## src/sv/ipid_pkg.sv

```systemverilog
`default_nettype none
package ipid_pkg;

  localparam int STEP_W = 4;
  localparam int ACC_W  = 43;

  typedef enum logic [2:0] {
    OP_NONE  = 3'd0,
    OP_ERR   = 3'd1,
    OP_CLAMP = 3'd2,
    OP_DIFF  = 3'd3,
    OP_LOAD  = 3'd4,
    OP_ACC   = 3'd5,
    OP_FIN   = 3'd6
  } op_t;

  typedef enum logic [2:0] {
    MUL_NONE  = 3'd0,
    MUL_SCALE = 3'd1,
    MUL_KP    = 3'd2,
    MUL_KI    = 3'd3,
    MUL_KD    = 3'd4,
    MUL_KC    = 3'd5
  } mul_sel_t;

  typedef enum logic [1:0] {
    SEQ_NEXT = 2'd0,
    SEQ_END  = 2'd1
  } seq_t;

  typedef struct packed {
    op_t      op;
    mul_sel_t mul;
    seq_t     seq;
  } ctrl_t;

  typedef enum logic [2:0] {
    REG_KP    = 3'd0,
    REG_KI    = 3'd1,
    REG_KD    = 3'd2,
    REG_KC    = 3'd3,
    REG_SCALE = 3'd4,
    REG_BAND  = 3'd5,
    REG_CLAMP = 3'd6,
    REG_HIGH  = 3'd7
  } reg_idx_t;

  // Microprogram: one control word per step.
  function automatic ctrl_t ucode(input logic [STEP_W-1:0] step);
    ctrl_t w;
    begin
      w = '{op: OP_NONE, mul: MUL_NONE, seq: SEQ_END};
      case (step)
        4'd0: w = '{op: OP_ERR,   mul: MUL_NONE,  seq: SEQ_NEXT};
        4'd1: w = '{op: OP_NONE,  mul: MUL_SCALE, seq: SEQ_NEXT};
        4'd2: w = '{op: OP_CLAMP, mul: MUL_NONE,  seq: SEQ_NEXT};
        4'd3: w = '{op: OP_DIFF,  mul: MUL_NONE,  seq: SEQ_NEXT};
        4'd4: w = '{op: OP_LOAD,  mul: MUL_KP,    seq: SEQ_NEXT};
        4'd5: w = '{op: OP_ACC,   mul: MUL_KI,    seq: SEQ_NEXT};
        4'd6: w = '{op: OP_ACC,   mul: MUL_KD,    seq: SEQ_NEXT};
        4'd7: w = '{op: OP_ACC,   mul: MUL_KC,    seq: SEQ_NEXT};
        4'd8: w = '{op: OP_FIN,   mul: MUL_NONE,  seq: SEQ_END};
        default: w = '{op: OP_NONE, mul: MUL_NONE, seq: SEQ_END};
      endcase
      return w;
    end
  endfunction

  function automatic logic signed [31:0] sat_33(input logic signed [32:0] x);
    logic signed [31:0] r;
    begin
      if (x[32] != x[31]) begin
        r = x[32] ? 32'sh8000_0000 : 32'sh7fff_ffff;
      end else begin
        r = x[31:0];
      end
      return r;
    end
  endfunction

  function automatic logic signed [31:0] sat_40(input logic signed [39:0] x);
    logic signed [31:0] r;
    begin
      if (x > 40'sd2147483647) begin
        r = 32'sh7fff_ffff;
      end else if (x < -40'sd2147483648) begin
        r = 32'sh8000_0000;
      end else begin
        r = x[31:0];
      end
      return r;
    end
  endfunction

endpackage
`default_nettype wire

```

## src/sv/ipid_seq.sv

```systemverilog
`default_nettype none
module ipid_seq (
  input  wire logic          clk,
  input  wire logic          rst,
  input  wire logic          start,
  input  wire logic          hold,
  output ipid_pkg::ctrl_t    ctrl,
  output logic               busy
);
  import ipid_pkg::*;

  typedef enum logic [1:0] {
    S_IDLE = 2'b01,
    S_RUN  = 2'b10
  } state_t;

  state_t            state;
  logic [STEP_W-1:0] step;

  assign ctrl = ucode(step);
  assign busy = (state == S_RUN);

  always_ff @(posedge clk) begin
    if (rst) begin
      state <= S_IDLE;
      step  <= '0;
    end else begin
      case (state)
        S_IDLE: begin
          if (start) begin
            state <= S_RUN;
            step  <= '0;
          end
        end
        S_RUN: begin
          if (ctrl.seq == SEQ_NEXT) begin
            step <= step + 1'b1;
          end else if (!hold) begin
            // end of program: return to idle
            state <= S_IDLE;
            step  <= '0;
          end
        end
        default: begin
          state <= S_IDLE;
          step  <= '0;
        end
      endcase
    end
  end

  a_start_runs: assert property (@(posedge clk) disable iff (rst)
    (start && state == S_IDLE) |=> (busy && step == '0))
    else $error("sequencer did not start at step zero");

  a_step_range: assert property (@(posedge clk) disable iff (rst)
    busy |-> (step <= 4'd8))
    else $error("step counter ran past the program");

  a_hold_stays: assert property (@(posedge clk) disable iff (rst)
    (busy && ctrl.seq == SEQ_END && hold) |=> (busy && $stable(step)))
    else $error("final step left while output was held");

endmodule
`default_nettype wire

```

## src/sv/incremental_pid_deadband_clamp.sv

```systemverilog
// Input is stalled while the program runs, so a new item is accepted only
// after the last one is finished; a nine-step microprogram runs all
// five Q8.24 products through a single shared 32x32 multiplier.
// The last step waits while a previous drive value is still stalled.
// Reset (rst, synchronous): registers take their documented defaults, the
// kept error, error change and output accumulator clear to zero, no result pending.
`default_nettype none
module incremental_pid_deadband_clamp #(
  parameter int                 INVERT_ERROR     = 0,
  parameter logic signed [31:0] OUTPUT_LOW_LIMIT = -32'sd16777216
) (
  input  wire logic               clk,
  input  wire logic               rst,
  // input transaction
  input  wire logic               in_valid,
  output logic                    in_stall,
  input  wire logic signed [31:0] target,
  input  wire logic signed [31:0] measured,
  input  wire logic signed [31:0] current_delta,
  // output transaction
  output logic                    out_valid,
  input  wire logic               out_stall,
  output logic signed [31:0]      drive,
  // configuration writes
  input  wire logic               cfg_valid,
  output logic                    cfg_ready,
  input  wire logic [2:0]         cfg_index,
  input  wire logic [31:0]        cfg_data
);
  import ipid_pkg::*;

  // Configuration registers
  logic signed [31:0] gain_proportional;
  logic signed [31:0] gain_integral;
  logic signed [31:0] gain_derivative;
  logic signed [31:0] gain_compensation;
  logic signed [31:0] error_scale;
  logic [30:0]        dead_band;
  logic [30:0]        error_clamp;
  logic signed [31:0] output_high;

  // Controller state kept across items
  logic signed [31:0] previous_error;
  logic signed [31:0] previous_change;
  logic signed [31:0] output_accumulator;

  // Captured item and working registers
  logic signed [31:0] tgt;
  logic signed [31:0] meas;
  logic signed [31:0] cdelta;
  logic signed [31:0] mx;       // error after dead band, before scaling
  logic signed [31:0] err;      // scaled and clamped error
  logic signed [31:0] chg;      // error change
  logic signed [31:0] esum;     // present plus last error
  logic signed [31:0] second;   // second difference
  logic signed [63:0] prod;     // shared multiplier output register
  logic signed [ACC_W-1:0] acc;

  ctrl_t ctrl;
  logic  busy;
  logic  accept;
  logic  hold;
  logic  fin_go;

  // Refuse input and configuration transactions while reset is applied.
  assign cfg_ready = !rst;
  assign in_stall  = busy || rst;
  assign accept    = in_valid && !in_stall;
  // Hold the final step while the previous result is still stalled.
  assign hold      = out_valid && out_stall;
  assign fin_go    = busy && (ctrl.op == OP_FIN) && !hold;

  ipid_seq u_seq (
    .clk   (clk),
    .rst   (rst),
    .start (accept),
    .hold  (hold),
    .ctrl  (ctrl),
    .busy  (busy)
  );

  // Configuration write
  always_ff @(posedge clk) begin
    if (rst) begin
      gain_proportional <= '0;
      gain_integral     <= '0;
      gain_derivative   <= '0;
      gain_compensation <= '0;
      error_scale       <= 32'sd16777216;
      dead_band         <= '0;
      error_clamp       <= 31'd3355443;
      output_high       <= 32'sd16777216;
    end else if (cfg_valid && cfg_ready) begin
      case (reg_idx_t'(cfg_index))
        REG_KP:    gain_proportional <= cfg_data;
        REG_KI:    gain_integral     <= cfg_data;
        REG_KD:    gain_derivative   <= cfg_data;
        REG_KC:    gain_compensation <= cfg_data;
        REG_SCALE: error_scale       <= cfg_data;
        REG_BAND:  dead_band         <= cfg_data[30:0];
        REG_CLAMP: error_clamp       <= cfg_data[30:0];
        REG_HIGH:  output_high       <= cfg_data;
        default:   ;
      endcase
    end
  end

  // Raw error, saturated to 32 bits
  logic signed [32:0] raw_diff;
  logic signed [31:0] raw;
  assign raw_diff = (INVERT_ERROR != 0) ? (33'(meas) - 33'(tgt)) : (33'(tgt) - 33'(meas));
  assign raw      = sat_33(raw_diff);

  // Dead band bypass when 5*target < 6*band, computed exactly with shifts
  logic signed [35:0] tgt5;
  logic signed [35:0] band6;
  logic               bypass;
  logic signed [31:0] band_s;
  logic signed [31:0] db_value;
  assign tgt5   = (36'(tgt) <<< 2) + 36'(tgt);
  assign band6  = (36'({1'b0, dead_band}) <<< 2) + (36'({1'b0, dead_band}) <<< 1);
  assign bypass = tgt5 < band6;
  assign band_s = {1'b0, dead_band};

  always_comb begin
    if (bypass) begin
      db_value = raw;
    end else if (raw >= band_s) begin
      db_value = sat_33(33'(raw) - 33'(band_s));
    end else if (raw <= -band_s) begin
      db_value = sat_33(33'(raw) + 33'(band_s));
    end else begin
      db_value = '0;
    end
  end

  // Floor of product over 2^24 is the upper part of the exact product.
  logic signed [39:0] term;
  logic signed [31:0] scaled;
  logic signed [31:0] clamp_s;
  logic signed [31:0] err_clamped;
  assign term    = prod[63:24];
  assign scaled  = sat_40(term);
  assign clamp_s = {1'b0, error_clamp};

  always_comb begin
    if (scaled > clamp_s) begin
      err_clamped = clamp_s;
    end else if (scaled < -clamp_s) begin
      err_clamped = -clamp_s;
    end else begin
      err_clamped = scaled;
    end
  end

  // Shared multiplier operand select
  logic signed [31:0] mul_a;
  logic signed [31:0] mul_b;
  always_comb begin
    case (ctrl.mul)
      MUL_SCALE: begin mul_a = mx;                mul_b = error_scale;       end
      MUL_KP:    begin mul_a = gain_proportional; mul_b = chg;               end
      MUL_KI:    begin mul_a = gain_integral;     mul_b = esum;              end
      MUL_KD:    begin mul_a = gain_derivative;   mul_b = second;            end
      MUL_KC:    begin mul_a = cdelta;            mul_b = gain_compensation; end
      default:   begin mul_a = '0;                mul_b = '0;                end
    endcase
  end

  // Final sum and output clamp; upper limit is tested first.
  logic signed [ACC_W-1:0] acc_sum;
  logic signed [ACC_W-1:0] hi_ext;
  logic signed [ACC_W-1:0] lo_ext;
  logic signed [31:0]      result;
  assign acc_sum = acc + ACC_W'(term);
  assign hi_ext  = ACC_W'(output_high);
  assign lo_ext  = {{(ACC_W-32){OUTPUT_LOW_LIMIT[31]}}, OUTPUT_LOW_LIMIT};

  always_comb begin
    if (acc_sum > hi_ext) begin
      result = output_high;
    end else if (acc_sum < lo_ext) begin
      result = OUTPUT_LOW_LIMIT;
    end else begin
      result = acc_sum[31:0];
    end
  end

  // Datapath driven by the control word
  always_ff @(posedge clk) begin
    if (accept) begin
      tgt    <= target;
      meas   <= measured;
      cdelta <= current_delta;
    end
    if (busy) begin
      if (ctrl.mul != MUL_NONE) begin
        prod <= mul_a * mul_b;
      end
      case (ctrl.op)
        OP_ERR:   mx  <= db_value;
        OP_CLAMP: err <= err_clamped;
        OP_DIFF: begin
          chg  <= sat_33(33'(err) - 33'(previous_error));
          esum <= sat_33(33'(err) + 33'(previous_error));
        end
        OP_LOAD: begin
          second <= sat_33(33'(chg) - 33'(previous_change));
          acc    <= ACC_W'(output_accumulator);
        end
        OP_ACC:  acc <= acc_sum;
        default: ;
      endcase
    end
  end

  // Kept state and output register
  always_ff @(posedge clk) begin
    if (rst) begin
      previous_error     <= '0;
      previous_change    <= '0;
      output_accumulator <= '0;
      out_valid          <= 1'b0;
    end else begin
      if (fin_go) begin
        previous_error     <= err;
        previous_change    <= chg;
        output_accumulator <= result;
        drive              <= result;
        out_valid          <= 1'b1;
      end else if (!out_stall) begin
        // drop the result once taken
        out_valid <= 1'b0;
      end
    end
  end

  a_accept_busy: assert property (@(posedge clk) disable iff (rst)
    accept |=> busy)
    else $error("accepted transaction did not start the program");

  a_fin_loads: assert property (@(posedge clk) disable iff (rst)
    fin_go |=> (out_valid && drive == $past(result)))
    else $error("final step did not load the output register");

  a_drive_limits: assert property (@(posedge clk) disable iff (rst)
    out_valid |-> (drive <= output_high || drive == OUTPUT_LOW_LIMIT))
    else $error("drive outside output limits");

  a_kept_matches: assert property (@(posedge clk) disable iff (rst)
    $rose(out_valid) |-> (drive == output_accumulator))
    else $error("kept output differs from delivered drive");

endmodule
`default_nettype wire
```

## config.mk

```make
export PLATFORM = sky130hd
export DESIGN_NAME = incremental_pid_deadband_clamp
export DESIGN_NICKNAME = d
export VERILOG_FILES = /design/src/sv/ipid_pkg.sv /design/src/sv/ipid_seq.sv /design/src/sv/incremental_pid_deadband_clamp.sv
export SDC_FILE = /design/constraint.sdc
export NUM_CORES = 2
export LEC_CHECK = 0
export BUFFER_PORTS_ARGS = -buffer_cell sky130_fd_sc_hd__buf_2
export CAP_MARGIN = 0
export CORE_ASPECT_RATIO = 2
export CORE_MARGIN = 2
export CORE_UTILIZATION = 30
export DETAILED_ROUTE_END_ITERATION = 8
export HOLD_SLACK_MARGIN = 0.02
export SLEW_MARGIN = 0
export SYNTH_ARGS = -nofsm -noshare
export SYNTH_HDL_FRONTEND = slang
export SYNTH_SLANG_ARGS = --single-unit
```

## constraint.sdc

```tcl
create_clock -name clk -period 23.6 [get_ports clk]
set_input_delay 4.72 -clock clk [delete_from_list [all_inputs] [get_ports clk]]
set_output_delay 4.72 -clock clk [all_outputs]
set_load 0.02 [all_outputs]
```

==> qor.json <==
{
  "grt_pass1_vias": {"value": 71015},
  "placed_area": {"value": 0.09017, "unit": "mm2"},
  "power_frac_comb": {"value": 24.9, "unit": "%"},
  "wl": {"value": 303.8, "unit": "mm"},
  "route.detailed.drc": {"value": 0},
  "die_footprint": {"value": 0.2872, "unit": "mm2"},
  "path_max_fanout": {"value": 42},
  "totalPowerFinal": {"value": 3.686, "unit": "mW"},
  "crit_arrival": {"value": 12310, "unit": "ps"},
  "status": {"value": "finished clean"},
  "sw_frac_of_total": {"value": 33.98, "unit": "%"},
  "clockBufferDepth": {"value": 3},
  "achievable_frequency": {"value": 84.27, "unit": "MHz"},
  "start_kind": {"value": "flip-flop"},
  "synth.net_count": {"value": 11581},
  "final.min_clock_period": {"value": 11870, "unit": "ps"},
  "wl_per_cell": {"value": 22.62, "unit": "um"},
  "grt_pass1_wl": {"value": 453.5, "unit": "mm"},
  "max_slew.worst_pin.slew": {"value": 1427, "unit": "ps"},
  "worst_setup_path_end_kind": {"value": "flip-flop"},
  "net-switching-power": {"value": 1.252, "unit": "mW"},
  "critical-path-max-stage-delay": {"value": 1230, "unit": "ps"},
  "layout.cells.most_common_list": {"value": "sky130_fd_sc_hd__nand2_1, sky130_fd_sc_hd__inv_1, sky130_fd_sc_hd__fa_1"},
  "dr_wl_met3": {"value": 28.18, "unit": "mm"},
  "layout-area-overhead-vs-synth": {"value": 9.711, "unit": "%"},
  "worstPathRequired": {"value": 24040, "unit": "ps"},
  "final.setup_skew": {"value": 61.99, "unit": "ps"},
  "report.final.setup_viol": {"value": 0},
  "die_w": {"value": 379.9, "unit": "um"},
  "layout.cells.most_common": {"value": "sky130_fd_sc_hd__nand2_1"},
  "post-cts-setup-buffers": {"value": 0},
  "cts_hold_fix_bufs": {"value": 0},
  "synth.lib_cells_used.distinct": {"value": 92},
  "io_pins": {"value": 171},
  "syn-cell-area": {"value": 0.08480, "unit": "mm2"},
  "yosysWarningCount": {"value": 0},
  "synth_seq_area_share": {"value": 21.73, "unit": "%"},
  "post_drt_via_cell_ratio": {"value": 5.244},
  "leftover_overflow_at_the_end_of_global_routing": {"value": 0},
  "fp.coreArea": {"value": 0.2818, "unit": "mm2"},
  "post-route-util": {"value": 33.01, "unit": "%"},
  "worst_skew_pair.late_latency": {"value": 750, "unit": "ps"},
  "dr_total_vias": {"value": 70424},
  "synth_cells": {"value": 9676},
  "power-per-cell-area": {"value": 39.62, "unit": "mW/mm2"},
  "timing.critical_path.slowest_stage_cell": {"value": "sky130_fd_sc_hd__a221o_1"},
  "placedCellCount": {"value": 13269},
  "grt_setup_unrepaired": {"value": "false"},
  "nNetsFinal": {"value": 11505},
  "drive_above_1_share": {"value": 6.722, "unit": "%"},
  "final-hold-violation-count": {"value": 0},
  "ant_nets": {"value": 0},
  "initial_antenna_violation_count": {"value": 26},
  "h-tree-depth": {"value": 3},
  "synth-edff-count": {"value": 371},
  "max_slew_margin": {"value": 4.887, "unit": "%"},
  "fin_cells": {"value": 13429},
  "placementRows": {"value": 276},
  "routed.top_layer": {"value": "met5"},
  "dr_wl_met2": {"value": 132.8, "unit": "mm"},
  "critPathMostFrequentCell": {"value": "sky130_fd_sc_hd__fa_1"},
  "drt_first_pass_iters": {"value": 8},
  "power.ir.vdd_worst": {"value": 0.06704, "unit": "mV"},
  "tritoncts": {"value": "done"},
  "clkPwrFrac": {"value": 37.6, "unit": "%"},
  "cts.sink_count": {"value": 735},
  "synth_top_flop_cell": {"value": "sky130_fd_sc_hd__edfxtp_1"},
  "detailed_place_hpwl": {"value": 231.5, "unit": "mm"},
  "clockRootBuffer": {"value": "sky130_fd_sc_hd__clkbuf_16"},
  "grt_util_all_layers": {"value": 20.83, "unit": "%"},
  "synth.ff_latch_count": {"value": 735},
  "port_buffers": {"value": 170},
  "final.setup.tns": {"value": 0, "unit": "ps"},
  "die-height": {"value": 755.9, "unit": "um"},
  "power.static_leakage": {"value": 38.94, "unit": "nW"},
  "cts-buffers-inserted": {"value": 82},
  "final-max-slew-violation-count": {"value": 0},
  "post_cts_resize_count": {"value": 0},
  "synth_async_sr_flop_share": {"value": 0, "unit": "%"},
  "cell_area_after_layout": {"value": 0.09303, "unit": "mm2"},
  "max_cap_viol_count": {"value": 0},
  "globalplace.congestion": {"value": 0.9390},
  "hp-class": {"value": "flip-flop to flip-flop"},
  "period_share": {"value": 50.28, "unit": "%"},
  "routedLengthMet1": {"value": 125.6, "unit": "mm"},
  "pin_count_of_the_biggest_net_entering_global_routing": {"value": 179},
  "kind_of_critical_path": {"value": "flip-flop to flip-flop"},
  "power.sequential.fraction": {"value": 37.5, "unit": "%"},
  "clk_pin_slew": {"value": 60, "unit": "ps"},
  "detail_route.iter0.violations": {"value": 6498},
  "synth.avg_cell_area": {"value": 8.764, "unit": "um2"},
  "power_report.internal_total": {"value": 2.434, "unit": "mW"},
  "start_util": {"value": 30.09, "unit": "%"}
}
[critical path: cells and delay by family (launching register included)]
family                   cells  cell delay (ps)
AO/OA/AOI/OAI                9             2500
AND/OR/NAND/NOR              3             1280
flip-flops                   1              310
adder cells (fa/ha/maj)      9             4700
buffers and inverters       10             2630
XOR/XNOR                     1               90
[sequential cells by signal, indices dropped and copies added, names as in the netlist, 4 cells and up]
name / count
previous_change: 32
u_seq.ctrl: 7
gain_compensation: 32
previous_error: 32
esum: 32
prod: 40
gain_derivative: 32
meas: 32
output_accumulator: 32
error_scale: 32
err: 32
error_clamp: 31
u_seq.step: 4
chg: 32
cdelta: 32
second: 32
gain_proportional: 32
output_high: 32
drive: 32
gain_integral: 32
mx: 32
acc: 43
dead_band: 31
tgt: 32
[routing by layer]
layer	track usage, %	up-vias
li1	-	31575
met4	10.18	18
met1	27.54	35004
met3	4.382	676
met2	32.26	3151
met5	0	-
[cell type report]
type / count / area (um2)
inverters: 1387 / 5209
diodes: 6 / 15.01
well taps: 3753 / 4696
multi-input cells: 7061 / 59730
repair buffers: 333 / 2097
fillers: 29434 / 188800
clock inverters: 53 / 641.9
clock buffers: 101 / 2205
flip-flops and latches: 735 / 18430
[kinds of logic after synthesis]
family                     synth area share, %
DFF                                      21.73
muxes                                    1.267
xor gates and xnor gates                 3.614
and+or+nand+nor                          14.57
AOI/OAI and AO/OA                        14.33
buffers and inverters                    8.459
adders and majority gates                36.02
[through the flow]
stage               hold slack [ps]  setup WS [ps]
floorplan                     424.9          12960
global placement              439.3          12010
detailed placement            442.8          11900
CTS                           451.8          11880
global route                  469.7          11250
finish                        453.6          11730
[cell usage after synthesis (64+ instances only)]
library cell / number / area [um2]
sky130_fd_sc_hd__edfxtp_1: 371 / 11140
sky130_fd_sc_hd__a21oi_1: 721 / 3608
sky130_fd_sc_hd__xor2_1: 84 / 735.7
sky130_fd_sc_hd__nand4_1: 77 / 481.7
sky130_fd_sc_hd__fa_1: 1090 / 21820
sky130_fd_sc_hd__a21o_1: 141 / 1059
sky130_fd_sc_hd__nor2_1: 808 / 3033
sky130_fd_sc_hd__o21ai_0: 333 / 1667
sky130_fd_sc_hd__clkbuf_1: 435 / 1633
sky130_fd_sc_hd__o21a_1: 109 / 818.3
sky130_fd_sc_hd__xnor2_1: 264 / 2312
sky130_fd_sc_hd__nand2_1: 1482 / 5563
sky130_fd_sc_hd__dfxtp_1: 364 / 7287
sky130_fd_sc_hd__nor2b_1: 64 / 400.4
sky130_fd_sc_hd__nand3_1: 80 / 400.4
sky130_fd_sc_hd__nand2b_1: 83 / 519.3
sky130_fd_sc_hd__nor3_1: 76 / 380.4
sky130_fd_sc_hd__ha_1: 679 / 8496
sky130_fd_sc_hd__inv_1: 1384 / 5195
[power groups by stage]
stage	Sequential (mW)	Combinational, mW	Clock (mW)
after floorplan	1.40	0.593	0
after global placement	1.41	0.887	0
after detailed placement	1.41	0.890	0
after CTS	1.38	0.897	1.42
after global routing	1.38	0.990	1.46
final	1.38	0.918	1.39
[path summary, 6_finish.rpt]
kind / slack [ps] / from / cells after the start / to
worst max-delay path: 11730 / u_seq.ctrl[3]$_SDFF_PP0_ / 32 / prod[62]$_DFFE_PP_
worst min-delay path: 450 / gain_derivative[21]$_SDFFE_PP0P_ / 2 / gain_derivative[21]$_SDFFE_PP0P_
worst max register to register: 11730 / u_seq.ctrl[3]$_SDFF_PP0_ / 32 / prod[62]$_DFFE_PP_
worst min register to register: 450 / gain_derivative[21]$_SDFFE_PP0P_ / 2 / gain_derivative[21]$_SDFFE_PP0P_
Note: power is estimated with default switching activity, not from simulation.
